## config.mk

```make
export PLATFORM = sky130hd
export DESIGN_NAME = hfa_slot_cell
export DESIGN_NICKNAME = d
export VERILOG_FILES = /design/src/hfa_pkg.sv /design/src/hfa_slot_cell.sv
export SDC_FILE = /design/constraint.sdc
export NUM_CORES = 1
export LEC_CHECK = 0
export BUFFER_PORTS_ARGS = -buffer_cell sky130_fd_sc_hd__buf_4
export CAP_MARGIN = 20
export CORE_MARGIN = 8
export CORE_UTILIZATION = 25
export DETAILED_ROUTE_END_ITERATION = 8
export RECOVER_POWER = 50
export REMOVE_ABC_BUFFERS = 1
export SYNTH_ARGS = -nofsm -noshare
export SYNTH_HDL_FRONTEND = slang
export SYNTH_SLANG_ARGS = --single-unit
```

## constraint.sdc

```tcl
create_clock -name clk -period 1.6 [get_ports clk]
set_clock_uncertainty 0.2 [all_clocks]
set_input_delay 0 -clock clk [delete_from_list [all_inputs] [get_ports clk]]
set_output_delay 0 -clock clk [all_outputs]
set_load 0.01 [all_outputs]
```

## src/hfa_pkg.sv

```systemverilog
package hfa_pkg;

  // default geometry
  localparam int HEAP_UNITS_DEF  = 128;
  localparam int MAX_EXTENTS_DEF = 64;
  localparam int MAX_ALLOCS_DEF  = 64;
  localparam int TAG_BITS_DEF    = 8;

  // command codes
  localparam logic [1:0] CMD_FIRST = 2'd0;
  localparam logic [1:0] CMD_NEXT  = 2'd1;
  localparam logic [1:0] CMD_BEST  = 2'd2;
  localparam logic [1:0] CMD_FREE  = 2'd3;

  // result status codes
  localparam logic [2:0] ST_OK       = 3'd0;
  localparam logic [2:0] ST_EXISTS   = 3'd1;
  localparam logic [2:0] ST_NOSPACE  = 3'd2;
  localparam logic [2:0] ST_NOTFOUND = 3'd3;
  localparam logic [2:0] ST_FULL     = 3'd4;

  // extent chain operations
  typedef enum logic [2:0] {
    EOP_HOLD = 3'd0,
    EOP_ROT  = 3'd1,  // every cell takes its upper neighbor, ring closes
    EOP_SET  = 3'd2,  // cell idx takes the broadcast extent
    EOP_INS  = 3'd3,  // cell idx takes broadcast, cells above shift up
    EOP_DEL  = 3'd4,  // cells at and above idx shift down
    EOP_MRG  = 3'd5   // cell idx-1 takes broadcast, cells at and above idx shift down
  } ext_op_t;

  // allocation chain operations
  typedef enum logic [1:0] {
    SOP_HOLD  = 2'd0,
    SOP_ROT   = 2'd1,
    SOP_WRITE = 2'd2,
    SOP_CLEAR = 2'd3
  } slot_op_t;

endpackage

```

## src/hfa_slot_cell.sv

```systemverilog
module hfa_slot_cell import hfa_pkg::*; #(
  parameter int TW  = 8,
  parameter int PW  = 7,
  parameter int AI  = 6,
  parameter int IDX = 0
) (
  input  logic          clk,
  input  logic          rst_n,
  input  slot_op_t      op,
  input  logic [AI-1:0] op_idx,
  input  logic [TW-1:0] op_tag,
  input  logic [PW-1:0] op_start,
  input  logic [PW-1:0] op_last,
  input  logic          nxt_valid,
  input  logic [TW-1:0] nxt_tag,
  input  logic [PW-1:0] nxt_start,
  input  logic [PW-1:0] nxt_last,
  output logic          valid,
  output logic [TW-1:0] tag,
  output logic [PW-1:0] start,
  output logic [PW-1:0] last
);

  localparam logic [AI-1:0] MY = AI'(IDX);

  logic          valid_r;
  logic [TW-1:0] tag_r;
  logic [PW-1:0] start_r, last_r;

  always_ff @(posedge clk) begin
    if (!rst_n) begin
      valid_r <= 1'b0;
    end else begin
      unique case (op)
        SOP_HOLD: begin
        end
        SOP_ROT: begin
          valid_r <= nxt_valid;
          tag_r   <= nxt_tag;
          start_r <= nxt_start;
          last_r  <= nxt_last;
        end
        SOP_WRITE: begin
          if (MY == op_idx) begin
            valid_r <= 1'b1;
            tag_r   <= op_tag;
            start_r <= op_start;
            last_r  <= op_last;
          end
        end
        SOP_CLEAR: begin
          if (MY == op_idx) valid_r <= 1'b0;
        end
      endcase
    end
  end

  assign valid = valid_r;
  assign tag   = tag_r;
  assign start = start_r;
  assign last  = last_r;

endmodule

```

==> reports/results.txt <==
Nets -> 242
post-DR wirelength/cell -> 13.8 um
H-tree depth -> 1
DRT Pass-1 Iters -> 4
leak pwr -> 0.926 nW
crit-path most repeated cell -> dlygate4sd3_1
WP buf/inv -> 3
CTS tree -> built
Layout area overhead -> 93.2%
I/O Buffers -> 77
initial DRC count -> 5
area leader, netlist -> edfxtp_1
DP Wirelength -> 2.53 mm
CTS Sinks -> 23
first-pass GRT wire length -> 5.34 mm
Routed met3 length -> 233 um
unrepaired setup endpoints after global routing -> no
top cell type's share of synthesized area -> 58.1%
Die W -> 83.4 um
Post-Syn Instances -> 59
vias per inst -> 4.11
Filler Cell Count -> 374
post-route insts no fill -> 238
total CTS buffers -> 3
Worst-path clk slew -> 0.07 ns
Worst Max-Slew Pin Slew -> 0.316 ns
Max Freq -> 0.707 GHz
final-report hold violation count -> 0
Worst EP required -> 1.54 ns
pin count of the biggest net entering global routing -> 23
Residual DRC -> 0
share of layout cells above drive strength 1 -> 46.2%
Routability Congestion -> 0.674
fin worst setup slack -> 0.185 ns
initial antenna violation count -> 0
cell row count -> 24
Cell Area, Synth -> 1140 um^2
Yosys reg bits -> 23
synthesized area per cell -> 19.3 um^2
# Post-CTS Setup Buffers -> 0
P per Cell Area -> 632 nW/um^2
Worst setup EP type -> flop
final antenna diode count -> 0
slowest cell on the critical path -> dlygate4sd3_1
Setup violations, final -> 0
min Tclk post-route -> 1.42 ns
Cell variety after synth -> 16
outcome -> complete, no violations
Via Count -> 979
arrival time at the worst endpoint -> 1.36 ns
Top Metal Used -> met4
Cell Area, Placed -> 1780 um^2
gr usage total -> 9.25%
slowest stage delay, CP -> 0.55 ns
Synth area leaders -> edfxtp_1 58%, mux2_4 25%, buf_12 3.5%
Critical Path Fanout Max -> 3
CP top delay family -> buffers and inverters
metal1 wirelength -> 1.27 mm
hold crit path type -> input pin to flop
post-synthesis sequential area ratio -> 59.9%
clk_lat worst skew -> 0.25 ns
Die H -> 83.4 um
placed insts -> 188
CTS root buf -> clkbuf_8
Final Instance Area -> 2190 um^2
drt total wl -> 3.27 mm
Core Region -> 4350 um^2
max-cap violations -> 0
Overflow after GRT -> 0
setup TNS -> 0 ns
Final Max Tran Viols -> 0
Ys Warns -> 0
worst vdd ir -> 512 uV
Finished Core Util -> 50.4%
DP Worst Slack -> 0.0405 ns
vias in the first global route -> 1146
crit path cell chain -> dlygate4sd3_1 -> buf_4 -> o21ai_1 -> mux2i_1 -> dlygate4sd3_1
critical path type -> input pin to flop
Slew HR -> 78.7%
metal2 WL -> 1.76 mm
initial cell density of the core -> 26.1%
critical path startpoint category -> input pin
Tcrit/Tclk final -> 88.5%
Top Ports -> 78
CTS Buffer Depth -> 2
final antenna-violating net count -> 0
die area -> 6960 um^2
metrics by stage:
| stage | total power [mW] | hold slack [ns] |
|---|---|---|
| 4_1_cts | 1.43 | 0.134 |
| 2_1_floorplan | 0.833 | -0.0494 |
| 5_1_grt | 1.46 | 0.131 |
| 6_report | 1.39 | 0.133 |
| 3_5_place_dp | 1.01 | 0.100 |
| 3_3_place_gp | 1.00 | 0.0831 |
Yosys cell counts:
| cell | instances |
|---|---|
| buf_12 | 2 |
| dfxtp_1 | 1 |
| mux2_2 | 3 |
| nand2_1 | 1 |
| o21ai_1 | 1 |
| and2b_2 | 2 |
| buf_6 | 1 |
| and4b_2 | 1 |
| nor2_1 | 1 |
| a31oi_1 | 1 |
| o21a_1 | 1 |
| nor2b_4 | 1 |
| mux2_4 | 19 |
| mux2i_1 | 1 |
| edfxtp_1 | 22 |
| nor4_1 | 1 |
placed cells by master (no fill, tap or decap), types with 2 or more instances in the layout:
cell | synthesis | final
clkbuf_4 | 0 | 11
mux2_2 | 3 | 3
buf_4 | 0 | 44
clkbuf_1 | 0 | 24
clkbuf_8 | 0 | 3
buf_12 | 2 | 2
dlygate4sd3_1 | 0 | 46
edfxtp_1 | 22 | 22
mux2_4 | 19 | 19
and2b_2 | 2 | 2
state kept, by name, indices dropped and copies added (netlist names):
signal / flops
tag: 8
last: 7
start: 7
valid: 1
cell families after synthesis:
kind of cell / after synthesis / synth area share (%)
muxes: 23 / 29.0
DFF: 23 / 59.9
and+or+nand+nor: 7 / 4.96
AOI/OAI and AO/OA: 3 / 1.65
buffers and inverters: 3 / 4.52
repair_timing:
action	4_1_cts	5_1_grt
hold buffers	46	0
endpoints found under the setup margin	0	0
gates resized for setup	0	0
endpoints found under the hold margin	23	0
power breakdown:
part | total, mW | internal [mW] | switching [mW] | leakage, nW
Clock | 0.332 | 0.177 | 0.155 | 0.0228
Combinational | 0.350 | 0.244 | 0.106 | 0.693
Sequential | 0.706 | 0.698 | 0.00796 | 0.210
worst min-delay path, cell delays in order:
cell	delay, ns
buf_4	0.10
nor2b_4	0.04
buf_12	0.14
mux2_4	0.19
metal layers:
metal,up-vias,GRT usage [%]
li1,481,-
met1,445,9.05
met2,51,17.8
met3,2,4.30
met4,0,0.628
met5,-,0
layout make-up:
type | count | area (um^2) | area share, %
Clock buffer | 4 | 45.0 | 2.05
Multi-Input combinational cell | 33 | 404 | 18.4
Sequential cell | 23 | 681 | 31.0
Tap cell | 52 | 65.1 | 2.96
Timing Repair Buffer | 126 | 1000 | 45.6
final timing paths:
check / to / start / cells past startpoint / slack (ns)
worst min register to register: valid / valid / 3 / 0.82
worst max register to register: valid / valid / 3 / 0.29
worst max-delay path: valid / rst_n / 5 / 0.18
worst min-delay path: tag[4] / op[0] / 4 / 0.13
(Power assumes the default switching activity.)
