==> src/hfa_pkg.sv <==
package hfa_pkg;

  // default geometry
  localparam int HEAP_UNITS_DEF  = 128;
  localparam int MAX_EXTENTS_DEF = 64;
  localparam int MAX_ALLOCS_DEF  = 64;
  localparam int TAG_BITS_DEF    = 8;

  // command codes
  localparam logic [1:0] CMD_FIRST = 2'd0;
  localparam logic [1:0] CMD_NEXT  = 2'd1;
  localparam logic [1:0] CMD_BEST  = 2'd2;
  localparam logic [1:0] CMD_FREE  = 2'd3;

  // result status codes
  localparam logic [2:0] ST_OK       = 3'd0;
  localparam logic [2:0] ST_EXISTS   = 3'd1;
  localparam logic [2:0] ST_NOSPACE  = 3'd2;
  localparam logic [2:0] ST_NOTFOUND = 3'd3;
  localparam logic [2:0] ST_FULL     = 3'd4;

  // extent chain operations
  typedef enum logic [2:0] {
    EOP_HOLD = 3'd0,
    EOP_ROT  = 3'd1,  // every cell takes its upper neighbor, ring closes
    EOP_SET  = 3'd2,  // cell idx takes the broadcast extent
    EOP_INS  = 3'd3,  // cell idx takes broadcast, cells above shift up
    EOP_DEL  = 3'd4,  // cells at and above idx shift down
    EOP_MRG  = 3'd5   // cell idx-1 takes broadcast, cells at and above idx shift down
  } ext_op_t;

  // allocation chain operations
  typedef enum logic [1:0] {
    SOP_HOLD  = 2'd0,
    SOP_ROT   = 2'd1,
    SOP_WRITE = 2'd2,
    SOP_CLEAR = 2'd3
  } slot_op_t;

endpackage

==> src/hfa_ext_cell.sv <==
module hfa_ext_cell import hfa_pkg::*; #(
  parameter int PW        = 7,
  parameter int EI        = 6,
  parameter int IDX       = 0,
  parameter int INIT_LAST = 0
) (
  input  logic          clk,
  input  logic          rst_n,
  input  ext_op_t       op,
  input  logic [EI-1:0] op_idx,
  input  logic [PW-1:0] op_start,
  input  logic [PW-1:0] op_last,
  input  logic [PW-1:0] nxt_start,
  input  logic [PW-1:0] nxt_last,
  input  logic [PW-1:0] prv_start,
  input  logic [PW-1:0] prv_last,
  output logic [PW-1:0] start,
  output logic [PW-1:0] last
);

  localparam logic [EI-1:0] MY = EI'(IDX);

  logic [PW-1:0] start_r, last_r;
  logic          is_left;

  // this cell sits just below the broadcast index
  assign is_left = ({1'b0, MY} + (EI+1)'(1)) == {1'b0, op_idx};

  always_ff @(posedge clk) begin
    if (!rst_n) begin
      start_r <= '0;
      last_r  <= PW'(INIT_LAST);
    end else begin
      unique case (op)
        EOP_HOLD: begin
        end
        EOP_ROT: begin
          start_r <= nxt_start;
          last_r  <= nxt_last;
        end
        EOP_SET: begin
          if (MY == op_idx) begin
            start_r <= op_start;
            last_r  <= op_last;
          end
        end
        EOP_INS: begin
          if (MY == op_idx) begin
            start_r <= op_start;
            last_r  <= op_last;
          end else if (MY > op_idx) begin
            start_r <= prv_start;
            last_r  <= prv_last;
          end
        end
        EOP_DEL: begin
          if (MY >= op_idx) begin
            start_r <= nxt_start;
            last_r  <= nxt_last;
          end
        end
        EOP_MRG: begin
          if (is_left) begin
            start_r <= op_start;
            last_r  <= op_last;
          end else if (MY >= op_idx) begin
            start_r <= nxt_start;
            last_r  <= nxt_last;
          end
        end
        default: begin
        end
      endcase
    end
  end

  assign start = start_r;
  assign last  = last_r;

endmodule

==> config.mk <==
export PLATFORM = sky130hd
export DESIGN_NAME = hfa_ext_cell
export DESIGN_NICKNAME = d
export VERILOG_FILES = /design/src/hfa_pkg.sv /design/src/hfa_ext_cell.sv
export SDC_FILE = /design/constraint.sdc
export NUM_CORES = 1
export LEC_CHECK = 0
export ABC_AREA = 1
export BUFFER_PORTS_ARGS = -buffer_cell sky130_fd_sc_hd__buf_4
export CAP_MARGIN = 20
export CELL_PAD_IN_SITES_DETAIL_PLACEMENT = 1
export CELL_PAD_IN_SITES_GLOBAL_PLACEMENT = 1
export CORE_MARGIN = 2
export CORE_UTILIZATION = 27
export CTS_BUF_LIST = sky130_fd_sc_hd__clkbuf_16
export CTS_CLUSTER_SIZE = 28
export DETAILED_ROUTE_END_ITERATION = 7
export PLACE_DENSITY_LB_ADDON = 0.1
export SLEW_MARGIN = 10
export SYNTH_ARGS = -nofsm -noshare
export SYNTH_HDL_FRONTEND = slang
export SYNTH_SLANG_ARGS = --single-unit
==> constraint.sdc <==
create_clock -name clk -period 1.3 [get_ports clk]
set_clock_uncertainty 0.05 [all_clocks]
set_input_delay 0.195 -clock clk [delete_from_list [all_inputs] [get_ports clk]]
set_output_delay 0.195 -clock clk [all_outputs]
set_load 0.05 [all_outputs]
==> summary.txt, run 1 <==
Status
  – Status: complete, no violations

Pwr
  – P per Cell Area: 742 nW/um^2
  – P_leak: 1.32 nW
  – Switching Share: 35.0%
  – Clock share of power: 33.8%
  – Comb pwr share: 39.6%
  – Reg power frac: 26.7%
  – Sw power: 633 uW
  – Post-layout power: 1.81 mW
  – Internal: 1.18 mW
  – Worst VDD drop: 423 uV

Clock network
  – Clk slew on worst S/H paths: 0.05 ns
  – Worst skew pair latency: 0.24 ns
  – Root buf cell: clkbuf_16
  – CTS tree: built
  – CTS sink cnt: 14
  – Clock buffer count from CTS: 3
  – H-tree levels: 1
  – Clk buf depth: 2

Die
  – # rows: 27
  – Initial Utilization: 28.3%
  – Ports: 67
  – Total Die Area: 6480 um^2
  – Core area: 5570 um^2
  – Die width: 80.5 um
  – Die Y: 80.5 um

Timing
  – Final Slew Violations: 0
  – Slew @ Worst Pin: 0.227 ns
  – Final WS setup: 0.0655 ns
  – Worst rel slew slack: 84.9%
  – Final critical-path share of the clock period: 95.0%
  – F_max: 810 MHz
  – Final min period: 1.23 ns
  – RSZ-0062 raised after global routing: true
  – Final hold violations: 0
  – Setup Viol. Count Final: 0
  – WHS: 0.246 ns

Layout
  – Layout cells sized above 1: 26.9%
  – Fin area: 2440 um^2
  – Layout Nets: 444
  – Antenna cells: 0
  – Fin cells: 462
  – Layout area overhead: 54.4%
  – Commonest non-fill, non-tap cell in the layout: nand2_1
  – Most frequent cells in the layout: nand2_1, buf_4, inv_1

Placement
  – Placed cell area: 2310 um^2
  – Inst Count DP: 457
  – Input/output buffers: 66
  – Placer Congestion: 0.818
  – Pre-CTS WS: -0.215 ns
  – Detailed placement HPWL: 4.77 mm

Synth
  – Yosys reg bits: 14
  – Syn Nets: 364
  – Avg Cell Area, Syn: 5.08 um^2
  – Syn Std Cell Area: 1580 um^2
  – Sequential fraction of the synthesis area: 17.7%
  – Synth Warn #: 0
  – Post-synthesis instance total: 311
  – Synth cell types: 14

Drt
  – Drt pass-1 iters: 4
  – Per-cell routed wire length: 13.4 um
  – Routed vias/inst: 4.56
  – Met3 WL: 300 um
  – Vias: 2108
  – Number of remaining DRC errors: 0
  – M1 wire length: 3.08 mm
  – Routed WL: 6.18 mm
  – Starting DRT DRC Count: 85
  – Met2 Routed Length: 2.77 mm
  – Post-route ant nets: 0
  – Highest routing layer actually used: met4

Hold path
  – Hold Path Class: primary input to flip-flop

Setup path
  – Critical Path Fanout Max: 6
  – Worst setup EP type: flip-flop
  – Max incr delay on CP: 0.19 ns
  – Crit-path leading delay family: simple AND/OR/NAND/NOR gates
  – Slowest-stage cell, CP: nor2_4
  – WP data required: 1.43 ns
  – Arrival @ worst endpoint: 1.37 ns
  – Cells along the critical path: buf_4 > nor2_4 > buf_4 > nand4_1 > nand3_1 > buf_4 > nand2_1 > nand2_1 > nand2_1 > a21oi_1
  – Crit path kind: primary input to flip-flop
  – Nature of the critical path startpoint: primary input
  – CP bufs+invs: 3

Global routing
  – Initial antenna violation count: 0
  – Vias in the first global route: 2042
  – Overall routing resource usage: 19.7%
  – First-pass GRT wire length: 9.95 mm
  – Pin count of the biggest net entering global routing: 29
  – Overflow after GRT: 0

Flow run
  – Max-Cap Viols: 0
[stage by stage]
stage                     utilization, %  TNS [ns]
after floorplan                        -         0
after global placement              41.4     -2.13
after detailed placement            41.4     -2.41
after CTS                           42.8         0
after global routing                43.7    -0.136
final                               43.7         0
[path summary, 6_finish.rpt]
kind / from / endpoint / slack (ns) / cells after the start
setup / recovery: op_idx[4] / start[2] / 0.07 / 10
hold / removal: op_last[4] / last[4] / 0.25 / 5
setup reg to reg: last[6] / last[6] / 0.27 / 8
hold reg to reg: last[4] / last[4] / 0.43 / 2
[metal layers]
metal | GRT usage, % | up-vias
li1 | - | 1114
met1 | 28.5 | 939
met2 | 31.7 | 51
met3 | 2.25 | 4
met4 | 3.05 | 0
met5 | 0 | -
[area by class of cell]
class / instances / area (um^2)
clock buffer: 3 / 75.1
clock inverter: 1 / 3.75
fill: 796 / 3140
inverter: 60 / 225
multi-input combinational: 221 / 1010
sequential: 14 / 280
tap: 72 / 90.1
timing repair buffer: 91 / 749
[cell usage after synthesis]
master | count | area share (%)
inv_1 | 60 | 14
nand2_1 | 112 | 27
nor2_4 | 4 | 2.9
dfxtp_1 | 14 | 18
buf_1 | 2 | 0.48
nor2_1 | 33 | 7.8
nand4_1 | 23 | 9.1
nand3_1 | 16 | 5.1
buf_2 | 10 | 3.2
clkbuf_1 | 2 | 0.48
buf_6 | 2 | 1.4
nand3_2 | 1 | 0.63
nor2_2 | 2 | 0.79
a21oi_1 | 30 | 9.5
[state kept, by name, summed over array words and instances (netlist names)]
signal and count:
start 7, last 7
[cells by family (layout without fill, tap and decap cells)]
kind of cell / after synthesis / after routing / share of synthesized area [%]
DFF: 14 / 14 / 17.7
and+or+nand+nor: 191 / 191 / 52.9
AOI/OAI and AO/OA: 30 / 30 / 9.51
buffers and inverters: 76 / 155 / 19.8
[tightest hold or removal path, delay by kind of cell]
family	cells	cell delay, ns
AND/OR/NAND/NOR	3	0.14
buffers and inverters	1	0.11
AO/OA/AOI/OAI	1	0.05
[power by group through the flow]
stage	clock network [mW]	logic, mW	registers [mW]
after CTS	0.631	0.712	0.484
after global routing	0.651	0.789	0.488
after floorplan	0	0.280	0.588
final	0.611	0.716	0.483
after global placement	0	0.699	0.493
after detailed placement	0	0.708	0.492
[timing repair]
| action | CTS | global route |
|---|---|---|
| hold buffers | 0 | 0 |
| endpoints found under the hold margin | 0 | 0 |
| endpoints found under the setup margin | 0 | 14 |
| buffers inserted | 0 | 2 |
| resized for setup | 0 | 11 |
Power figures use the tool's default switching activity.
==> run 2: changes to the inputs <==
CTS_BUF_LIST = unset   (was sky130_fd_sc_hd__clkbuf_16)
GPL_TIMING_DRIVEN = 0   (was unset)
==> summary.txt, run 2 (synthesized netlist as in run 1, its figures left out) <==
Status
  – Status: complete, no violations

Global routing
  – First-pass GRT wire length: 9.69 mm (-2.6%)
  – Initial antenna violation count: 0 (unchanged)
  – Vias in the first global route: 2006 (-1.8%)
  – Overall routing resource usage: 18.9% (-0.73 points)
  – Pin count of the biggest net entering global routing: 11 (-62%)
  – Overflow after GRT: 0 (unchanged)

Timing
  – Setup Viol. Count Final: 0 (unchanged)
  – Final critical-path share of the clock period: 98.5% (+3.5 points)
  – F_max: 781 MHz (-3.6%)
  – Final hold violations: 0 (unchanged)
  – Final min period: 1.28 ns (+0.0457 ns)
  – Final Slew Violations: 0 (unchanged)
  – Setup TNS: 0 ns (unchanged)
  – RSZ-0062 raised after global routing: true
  – Worst rel slew slack: 64.1% (-21 points)
  – Slew @ Worst Pin: 0.539 ns (+0.313 ns)

Clock network
  – Clk buf depth: 2 (unchanged)
  – Worst skew pair latency: 0.25 ns (about the same)
  – Root buf cell: clkbuf_8
  – Hold_buf cts: 0 (unchanged)
  – CTS sink cnt: 14 (unchanged)
  – Clk slew on worst S/H paths: 0.07 ns (+0.02 ns)
  – H-tree levels: 1 (unchanged)
  – Clock buffer count from CTS: 3 (unchanged)
  – CTS tree: built

Layout
  – Layout Nets: 443 (-0.23%)
  – Most frequent cells in the layout: nand2_1, buf_4, inv_1
  – Layout area overhead: 55.0%
  – FILL cells: 796 (unchanged)
  – Commonest non-fill, non-tap cell in the layout: nand2_1
  – Layout cells sized above 1: 32.1% (+5.2 points)
  – Fin util: 43.9% (+0.16 points)
  – Antenna cells: 0 (unchanged)

Die
  – Ports: 67 (unchanged)
  – # rows: 27 (unchanged)
  – Die Y: 80.5 um (unchanged)
  – Initial Utilization: 28.3% (unchanged)
  – Total Die Area: 6480 um^2 (unchanged)
  – Core area: 5570 um^2 (unchanged)
  – Die width: 80.5 um (unchanged)

Drt
  – Per-cell routed wire length: 13.4 um (+0.20%)
  – Drt pass-1 iters: 6 (+2)
  – Routed vias/inst: 4.60 (+0.79%)
  – Post-route ant nets: 0 (unchanged)
  – Vias: 2120 (+0.57%)
  – Starting DRT DRC Count: 65 (-24%)
  – Number of remaining DRC errors: 0 (unchanged)
  – Routed WL: 6.18 mm (about the same)

Hold path
  – Hold Path Class: primary input to flip-flop

Flow run
  – Max-Cap Viols: 0 (unchanged)

Pwr
  – Post-layout power: 1.65 mW (-8.9%)
  – P per Cell Area: 674 nW/um^2 (-9.2%)
  – Worst VDD drop: 431 uV (+1.8%)
  – P_leak: 1.31 nW (-1.4%)

Setup path
  – Arrival @ worst endpoint: 1.42 ns (+0.05 ns)
  – Worst setup EP type: flip-flop
  – Crit path kind: primary input to flip-flop
  – Critical Path Fanout Max: 7 (+1)
  – WP data required: 1.44 ns (about the same)
  – Nature of the critical path startpoint: primary input

Placement
  – Placer Congestion: 0.803 (-1.8%)
  – Detailed placement HPWL: 4.59 mm (-3.9%)
  – Input/output buffers: 66 (unchanged)
[run 2: layout make-up]
cell class	count	area, um^2	share of cell area [%]
buffer	16	124	5.06
clock buffer	4	55.1	2.25
inverter	60	225	9.20
multi-input combinational	221	1090	44.7
sequential	14	280	11.5
tap	72	90.1	3.68
timing repair buffer	74	579	23.7
[run 2: path summary, 6_finish.rpt]
kind | from | to | slack (ns) | cells past startpoint
worst max-delay path | op_idx[4] | start[4] | 0.02 | 12
worst min-delay path | rst_n | last[0] | 0.22 | 3
worst max register to register | start[4] | start[4] | 0.22 | 8
worst min register to register | last[2] | last[2] | 0.44 | 2
[run 2: timing repair]
action / CTS / global route
endpoints found under the hold margin: 0 / 0
buffers inserted: 0 / 8
pin swaps: 0 / 21
gates resized for setup: 10 / 38
endpoints found under the setup margin: 14 / 14
[run 2: worst max-delay path, stage by stage]
cell and delay (ns):
buf_6 0.09, nor2_4 0.21, nand3_4 0.14, buf_8 0.16, buf_4 0.13, nand2_1 0.06
nand2_1 0.07, nor2_1 0.11, nor2_1 0.06, nand2_1 0.05, nand2_1 0.05, a21oi_1 0.10
[run 2: stage by stage]
stage / setup WS (ns) / instances / hold slack, ns / area (um^2)
detailed placement: -0.361 / 449 / 0.425 / 2160
global route: -0.0766 / 461 / 0.249 / 2450
floorplan: 0.0497 / 311 / 0.328 / 1580
CTS: 0.00666 / 453 / 0.206 / 2250
finish: 0.0198 / 461 / 0.216 / 2450
global placement: -0.336 / 449 / 0.424 / 2160
[run 2: layer usage]
layer / wire length, um / part of all wire (%) / vias to the layer above / global-route usage, %
li1: - / - / 1112 / -
met1: 2930 / 47 / 958 / 26.9
met2: 2940 / 48 / 43 / 30.9
met3: 246 / 4.0 / 7 / 1.91
met4: 70 / 1.1 / 0 / 3.73
met5: 0 / 0 / - / 0
[run 2: where the power goes]
part / leakage (nW) / switching (mW) / internal (mW)
registers: 0.115 / 0.0226 / 0.458
logic: 1.16 / 0.418 / 0.287
clock network: 0.0288 / 0.195 / 0.269
total: 1.31 / 0.635 / 1.01
==> run 3: changes to the inputs <==
ABC_AREA = unset   (was 1)
CORE_UTILIZATION = 30   (was 27)
==> summary.txt, run 3 <==
Status
  – Failing checks: negative setup slack
  – Status: finished, violations left

Timing
  – Final WS setup: -0.239 ns (-0.258 ns)
  – F_max: 650 MHz (-17%)
  – Slew @ Worst Pin: 0.591 ns (+0.0523 ns)
  – Worst rel slew slack: 60.6% (-3.5 points)
  – Setup TNS: -2.92 ns (-2.92 ns)
  – Final critical-path share of the clock period: 118% (+20 points)
  – RSZ-0062 raised after global routing: true
  – WHS: 0.186 ns (-0.0299 ns)
  – Final Slew Violations: 0 (unchanged)
  – Setup Viol. Count Final: 14 (+14)
  – Final min period: 1.54 ns (+0.258 ns)
  – Final hold violations: 0 (unchanged)

Layout
  – Fin cells: 309 (-33%)
  – Fin util: 55.2% (+11 points)
  – Layout cells sized above 1: 51.4% (+19 points)
  – Commonest non-fill, non-tap cell in the layout: buf_4
  – Fin area: 2450 um^2 (+0.31%)
  – Antenna cells: 0 (unchanged)
  – Multi-input gate area: 1120 um^2 (+2.4%)
  – FILL cells: 524 (-34%)
  – Sequential Area: 280 um^2 (unchanged)
  – Layout area overhead: 74.6%
  – Layout Nets: 311 (-30%)
  – Most frequent cells in the layout: buf_4, a21oi_1, dfxtp_1

Setup path
  – Reg2Reg Setup Slack: 0.06 ns (-0.16 ns)
  – Worst setup EP type: flip-flop
  – Crit path kind: primary input to flip-flop
  – WP data required: 1.39 ns (-0.05 ns)
  – R2R depth: 3 (-5)
  – FF-to-FF Start: last[4]
  – Nature of the critical path startpoint: primary input
  – Arrival @ worst endpoint: 1.63 ns (+0.21 ns)
  – FF-to-FF End: last[4]
  – Critical Path Fanout Max: 5 (-2)

Clock network
  – CTS tree: built
  – Hold_buf cts: 0 (unchanged)
  – Worst skew pair latency: 0.25 ns (about the same)
  – CTS sink cnt: 14 (unchanged)
  – Clock buffer count from CTS: 3 (unchanged)
  – Clk slew on worst S/H paths: 0.07 ns (about the same)
  – H-tree levels: 1 (unchanged)
  – Root buf cell: clkbuf_8
  – Clk buf depth: 2 (unchanged)

Pwr
  – P per Cell Area: 692 nW/um^2 (+2.7%)
  – Reg power frac: 28.9% (-0.3 points)
  – Comb pwr share: 43.6% (+0.9 points)
  – Internal: 1.08 mW (+6.2%)
  – Clock share of power: 27.5% (-0.6 points)
  – P_leak: 1.12 nW (-14%)
  – Switching Share: 36.6% (-1.9 points)
  – Sw power: 621 uW (-2.2%)
  – Post-layout power: 1.70 mW (+3.0%)
  – Worst VDD drop: 646 uV (+50%)

Drt
  – Number of remaining DRC errors: 0 (unchanged)
  – Routed vias/inst: 6.08 (+32%)
  – Vias: 1880 (-11%)
  – Starting DRT DRC Count: 126 (+94%)
  – Drt pass-1 iters: 4 (-2)
  – Per-cell routed wire length: 22.6 um (+69%)
  – Routed WL: 6.99 mm (+13%)
  – Post-route ant nets: 0 (unchanged)

Hold path
  – Worst Hold Endpoint: start[3]
  – Hold Path Class: primary input to flip-flop
  – Worst hold start: op_start[3]
  – Hold Crit Depth: 3 (unchanged)

Synth
  – Ranking of synthesized cells by area: dfxtp_1, a32o_1, mux2i_1, a21oi_1, o21ai_0
  – Top_reg_cell synth: dfxtp_1
  – Synth top area share: 19.9% (-6.7 points)
  – Avg Cell Area, Syn: 8.42 um^2 (+66%)
  – Sequential fraction of the synthesis area: 19.9% (+2.2 points)
  – Yosys reg bits: 14 (unchanged)
  – EDFF count, synth: 0 (unchanged)
  – Post-synthesis instance total: 167 (-46%)
  – Synth Warn #: 0 (unchanged)
  – Syn Std Cell Area: 1410 um^2 (-11%)
  – Synth cell types: 39 (+25)
  – Syn Nets: 220 (-40%)
  – Post-synth top cells: a21oi_1, dfxtp_1, o21ai_0
  – Share of synthesized registers carrying an async set or reset: 0% (unchanged)
  – Cell taking the most area after synthesis: dfxtp_1

Placement
  – Pre-CTS WS: -0.738 ns (-0.377 ns)
  – Placer Congestion: 0.837 (+4.2%)
  – Detailed placement HPWL: 4.33 mm (-5.6%)
  – Input/output buffers: 64 (-3.0%)
  – Placed cell area: 1950 um^2 (-9.8%)
  – Inst Count DP: 283 (-37%)

Flow run
  – Max-Cap Viols: 0 (unchanged)

Die
  – Ports: 67 (unchanged)
  – Die Y: 72.5 um (-10%)
  – Core area: 4440 um^2 (-20%)
  – # rows: 24 (-11%)
  – Total Die Area: 5250 um^2 (-19%)
  – Initial Utilization: 31.6% (+3.3 points)
  – Die width: 72.5 um (-10%)

Global routing
  – Pin count of the biggest net entering global routing: 11 (unchanged)
  – Overflow after GRT: 0 (unchanged)
  – First-pass GRT wire length: 9.80 mm (+1.1%)
  – Initial antenna violation count: 0 (unchanged)
  – Vias in the first global route: 1942 (-3.2%)
  – GR Layer Usage met1: 30.6% (+3.7 points)
  – Overall routing resource usage: 24.0% (+5.0 points)
  – Met3 usage: 3.33% (+1.4 points)
  – M2 GR Usage: 43.1% (+12 points)
  – GRT Max-Usage Layer: met2
-- run 3: cell types whose count changed in the layout (fill, tap and decap cells not counted), sizes merged, moves of 16 or more --
cell and delta:
buf +16, nand4 -23, nand2 -109, nor2 -37, a21oi -16, inv -59
-- run 3: logic make-up after synthesis --
family,Yosys count,share of synthesized area [%]
AO/OA/AOI/OAI,87,47.3
AND/OR/NAND/NOR,36,17.0
buffers and inverters,22,10.1
flip-flops,14,19.9
multiplexers,8,5.69
-- run 3: area by class of cell --
class / count / share of cell area [%]
inverter: 1 / 0.153
clock buffer: 4 / 2.24
timing repair buffer: 88 / 30.6
tap: 52 / 2.65
buffer: 19 / 7.29
sequential: 14 / 11.4
multi-input combinational: 131 / 45.6
-- run 3: worst max-delay path, stage by stage --
cell	delay, ns
buf_6	0.10
nor3_4	0.22
buf_6	0.15
nand2_4	0.08
buf_12	0.16
o211ai_4	0.18
o41ai_4	0.14
buf_4	0.19
a32o_1	0.20
-- run 3: per-layer routing --
metal | wire (um) | up-vias
li1 | - | 862
met1 | 2940 | 919
met2 | 3560 | 84
met3 | 357 | 15
met4 | 133 | 0
met5 | 0 | -
-- run 3: power groups by stage --
stage / clock network, mW / logic (mW) / registers (mW)
finish: 0.468 / 0.741 / 0.490
CTS: 0.467 / 0.672 / 0.487
floorplan: 0 / 0.253 / 0.604
global route: 0.479 / 0.781 / 0.494
detailed placement: 0 / 0.625 / 0.496
global placement: 0 / 0.608 / 0.494
-- run 3: worst max path at each step --
stage / endpoint / slack [ns] / startpoint
5_1_grt: last[1] / -0.26 / op_idx[2]
3_5_place_dp: start[3] / -0.74 / op_idx[2]
2_1_floorplan: start[2] / -0.24 / op[0]
6_report: last[6] / -0.24 / op_idx[2]
3_3_place_gp: start[3] / -0.64 / op_idx[2]
4_1_cts: last[3] / -0.22 / op_idx[1]
-- run 3: timing repair --
action | in CTS | in global routing
setup buffers | 13 | 8
pin swaps | 6 | 19
setup endpoints to repair | 14 | 14
cloned | 1 | 2
resized for setup | 23 | 35
